`config.mk`:
```
export PLATFORM = sky130hd
export DESIGN_NAME = rlg_div
export DESIGN_NICKNAME = d
export VERILOG_FILES = /design/src/rtl/core/rlg_pkg.sv /design/src/rtl/core/rlg_div.sv
export SDC_FILE = /design/constraint.sdc
export NUM_CORES = 1
export LEC_CHECK = 0
export BUFFER_PORTS_ARGS = -buffer_cell sky130_fd_sc_hd__clkbuf_2
export CAP_MARGIN = 20
export CORE_MARGIN = 3
export CORE_UTILIZATION = 55
export CTS_BUF_LIST = sky130_fd_sc_hd__clkbuf_8 sky130_fd_sc_hd__clkbuf_16
export DETAILED_ROUTE_END_ITERATION = 10
export PLACE_DENSITY = 0.76
export SLEW_MARGIN = 20
export SYNTH_ARGS = -nofsm -noshare
export SYNTH_HDL_FRONTEND = slang
export SYNTH_SLANG_ARGS = --single-unit
export TNS_END_PERCENT = 5
```
`constraint.sdc`:
```
create_clock -name clk -period 8.9 [get_ports clk]
set_input_delay 1.78 -clock clk [delete_from_list [all_inputs] [get_ports clk]]
set_output_delay 1.78 -clock clk [all_outputs]
set_load 0.01 [all_outputs]
```
`src/rtl/core/rlg_pkg.sv`:
```
// Shared types, codes and constants for the region levels and gamma pixel unit.
`timescale 1ns / 1ps
`default_nettype none
package rlg_pkg;

  localparam logic [1:0] MODE_CORRECT  = 2'd0;
  localparam logic [1:0] MODE_SOURCE   = 2'd1;
  localparam logic [1:0] MODE_ESTIMATE = 2'd2;

  localparam logic OP_PROCESS = 1'b0;
  localparam logic OP_WRITE   = 1'b1;

  // table entry layout: black, gamma code, white
  localparam logic [23:0] ENTRY_DEFAULT = {8'd0, 8'd127, 8'd255};

  // side data that rides along with every pipeline stage
  typedef struct packed {
    logic        valid;
    logic        forced;
    logic [7:0]  fval;
    logic        degen;
    logic        oor;
    logic [16:0] g;
  } side_t;

  // Q1.30 factor 2^(-2^-step): repeated floored square roots starting at 0.5
  function automatic logic [29:0] exp_factor(input int unsigned step);
    logic [63:0] c;
    logic [63:0] a;
    logic [63:0] res;
    logic [63:0] bv;
    c = 64'd1 << 29;
    for (int unsigned j = 1; j <= step; j++) begin
      a   = c << 30;
      res = 64'd0;
      bv  = 64'd1 << 62;
      while (bv > a) bv = bv >> 2;
      while (bv != 64'd0) begin
        if (a >= res + bv) begin
          a   = a - (res + bv);
          res = (res >> 1) + bv;
        end else begin
          res = res >> 1;
        end
        bv = bv >> 2;
      end
      c = res;
    end
    return c[29:0];
  endfunction

endpackage
`default_nettype wire

```
`src/rtl/core/rlg_div.sv`:
```
// Pipelined restoring divider: 16-bit Q0.16 ratio num/den, four bits per stage.
`timescale 1ns / 1ps
`default_nettype none
module rlg_div (
  input  wire logic          clk,
  input  wire logic          rst,
  input  wire logic          en,
  input  wire rlg_pkg::side_t side_in,
  input  wire logic [7:0]    num,
  input  wire logic [7:0]    den,
  output rlg_pkg::side_t     side_out,
  output logic [15:0]        quot
);

  localparam int STAGES = 4;
  localparam int STEPS  = 4;

  rlg_pkg::side_t sd   [0:STAGES];
  logic [7:0]     rem  [0:STAGES];
  logic [7:0]     dv   [0:STAGES];
  logic [15:0]    q    [0:STAGES];

  assign sd[0]  = side_in;
  assign rem[0] = num;
  assign dv[0]  = den;
  assign q[0]   = '0;

  for (genvar s = 0; s < STAGES; s++) begin : g_stage
    logic [7:0]  rem_next;
    logic [15:0] q_next;

    always_comb begin
      logic [8:0] t;
      rem_next = rem[s];
      q_next   = q[s];
      for (int i = 0; i < STEPS; i++) begin
        t = {rem_next, 1'b0};
        if (t >= {1'b0, dv[s]}) begin
          rem_next = 8'(t - {1'b0, dv[s]});
          q_next   = {q_next[14:0], 1'b1};
        end else begin
          rem_next = t[7:0];
          q_next   = {q_next[14:0], 1'b0};
        end
      end
    end

    always_ff @(posedge clk) begin
      if (rst) begin
        sd[s+1].valid <= 1'b0;
      end else if (en) begin
        sd[s+1].valid <= sd[s].valid;
      end
    end

    always_ff @(posedge clk) begin
      if (en) begin
        sd[s+1].forced <= sd[s].forced;
        sd[s+1].fval   <= sd[s].fval;
        sd[s+1].degen  <= sd[s].degen;
        sd[s+1].oor    <= sd[s].oor;
        sd[s+1].g      <= sd[s].g;
        rem[s+1]       <= rem_next;
        dv[s+1]        <= dv[s];
        q[s+1]         <= q_next;
      end
    end
  end

  assign side_out = sd[STAGES];
  assign quot     = q[STAGES];

endmodule
`default_nettype wire

```
==> results.ini <==
[route]
wl_um = 24240
vias = 8291
vias_per_cell = 5.734
antenna_left = 0
drc = 0
firstDrtPassIters = 5
drtIter0Drc = 606
wl_per_cell_um = 16.76

[critical_path]
cpPeakStageDelay_ps = 450
cp-start-kind = primary input
required_ps = 9150
arrival_ps = 8700
worstSetupEndpointType = flip-flop
cp_max_fo = 9
cpMostUsedCell = ha_1
crit_slowest_cell = a21boi_0
crit_type = primary input to flip-flop

[placement]
place_congestion = 0.9093
dpl.hpwl_um = 18380
io_buffers = 92

[cells_and_area]
most-common-layout-cells = edfxtp_1 (200), ha_1 (116), clkbuf_2 (91)
syn_to_final_growth_pct = 11.12
layout-drive-gt1-share = 0.2041
nets = 1319
mostFrequentLayoutCell = edfxtp_1
diodes = 0

[yosys]
synthAdderAreaFrac = 0.1234
yosys_register_bits = 204
synthCells = 1053
synthSimpleGateAreaFrac = 0.1053
synth_compound_area_frac = 0.1253
synth.yosys.seq_area_share = 0.4903
ys.warnings.count = 0
ys.flop_type = edfxtp_1
async_flop_share = 0
avgSynthCellArea_um2 = 11.79
synth.area.mux_share = 0.06350
synth_area_um2 = 12410
synth_top_family_by_area = compound AO/OA/AOI/OAI gates
synth_edf_count = 200
synth_xor_area_frac = 0.05362
synth.distinct_cells = 77
syn-num-nets = 1221

[global_routing]
grt_max_degree = 76
grt_antenna_before_repair = 0
grt_first_pass_wirelength_um = 39600
grt_remaining_overflow = 0
grt_pass1_vias = 8025
grt_util_all_layers = 0.1993

[sta]
finalCritPeriodShare = 0.9495
setup_viol = 0
skew_ps = 14.94
slew_headroom = 0.4213
fmax_mhz = 118.3
tightestPinTransition_ps = 868.0
tns_ps = 0
slew_violations = 0
fin_crit_ps = 8450
rsz0062_at_grt = false
final-hold-violation-count = 0

[floorplanning]
die_h_um = 156.2
core-area_um2 = 22030
die_area_um2 = 24410
io_pins = 93
die_w_um = 156.2
initial_utilization = 0.5636
rows = 54

[cts]
clockBufferDepth = 3
cts-root-buf = clkbuf_16
cts_tree = yes
clkSinkCount = 204
clk_pin_slew_ps = 60
cts_buffers = 21
h-tree-depth = 1
clock_latency_ps = 500

[worst_hold_path]
hp-class = flip-flop to flip-flop

[outcome]
status = finished, final reports clean

[run]
drv_cap = 0

[layer usage]
layer	global-route usage	part of all wire	vias up
met5	0	0	-
met4	0.06003	0.024	0
met3	0.02710	0.052	41
met2	0.3276	0.47	225
met1	0.2783	0.46	3906
li1	-	-	4119
[final cells by class]
class                   count  area (um2)
inverters                  55       209.0
repair buffers            114       634.4
well taps                 280       350.3
clock inverters            17       125.1
fillers                  1758        8233
multi-input cells         755        5863
flip-flops and latches    204        6086
clock buffers              21       525.5
[state kept, by name, summed over array words and instances (netlist names)]
name / count
quot: 16
sd: 87
dv: 24
rem: 24
side_out: 29
q: 24
[worst max-delay path, delay by kind of cell]
family,cells,cell delay (ps)
and+or+nand+nor,7,1450
buffers and inverters,4,540
muxes,3,1110
adders and majority gates,4,1270
AOI/OAI and AO/OA,13,2520
[repair_timing]
item | 4_1_cts | 5_1_grt
resized for setup | 0 | 5
buffers inserted | 0 | 0
setup endpoints to repair | 0 | 16
hold buffers | 0 | 0
[final timing paths]
| path | start | endpoint | slack, ps | depth (start not counted) |
|---|---|---|---|---|
| hold / removal | sd[114]$_DFFE_PP_ | sd[85]$_DFFE_PP_ | 410 | 0 |
| setup / recovery | den[1] | rem[28]$_DFFE_PP_ | 450 | 31 |
| setup reg to reg | dv[18]$_DFFE_PP_ | rem[11]$_DFFE_PP_ | 480 | 32 |
| hold reg to reg | sd[114]$_DFFE_PP_ | sd[85]$_DFFE_PP_ | 410 | 0 |
[kinds of logic after synthesis]
| logic type | Yosys count |
|---|---|
| and+or+nand+nor | 257 |
| AOI/OAI and AO/OA | 234 |
| xor gates and xnor gates | 76 |
| adders and majority gates | 120 |
| DFF | 204 |
| muxes | 68 |
| buffers and inverters | 94 |
[metrics by stage]
stage | std cells | utilization | cell area [um2] | setup slack [ps] | hold WS (ps)
2_1_floorplan | 1053 | - | 12410 | 371.7 | 400.3
3_3_place_gp | 1408 | 0.5960 | 13130 | 202.7 | 400.3
3_5_place_dp | 1408 | 0.5960 | 13130 | 49.38 | 404.5
4_1_cts | 1446 | 0.6255 | 13780 | 426.0 | 413.8
5_1_grt | 1446 | 0.6262 | 13790 | 41.83 | 417.3
6_report | 1446 | 0.6262 | 13790 | 449.8 | 411.6
[cells in the mapped netlist, types with 5 or more instances]
cell / instances / area, um2
or3_1: 6 / 37.54
ha_1: 116 / 1451
mux2_2: 50 / 563.0
nor3_1: 29 / 145.1
o31ai_1: 5 / 37.54
nor2b_1: 17 / 106.4
edfxtp_1: 200 / 6006
nand2_1: 39 / 146.4
o211ai_1: 8 / 60.06
xor2_1: 30 / 262.8
nand3_1: 8 / 40.04
nor2_1: 86 / 322.8
inv_1: 49 / 183.9
a21o_1: 18 / 135.1
or2_2: 9 / 56.30
mux2_4: 9 / 135.1
nand3b_1: 6 / 45.04
and2_1: 6 / 37.54
buf_4: 29 / 217.7
o21ai_0: 50 / 250.2
o21a_1: 22 / 165.2
a31oi_1: 14 / 87.58
a21oi_1: 65 / 325.3
and3_1: 14 / 87.58
a21boi_0: 6 / 45.04
mux2i_1: 9 / 90.09
xnor2_1: 46 / 402.9
nand2b_1: 17 / 106.4
buf_2: 6 / 30.03
Power is not shown: default switching activity piles up to over one toggle a cycle in this logic, so the estimate is an artifact.
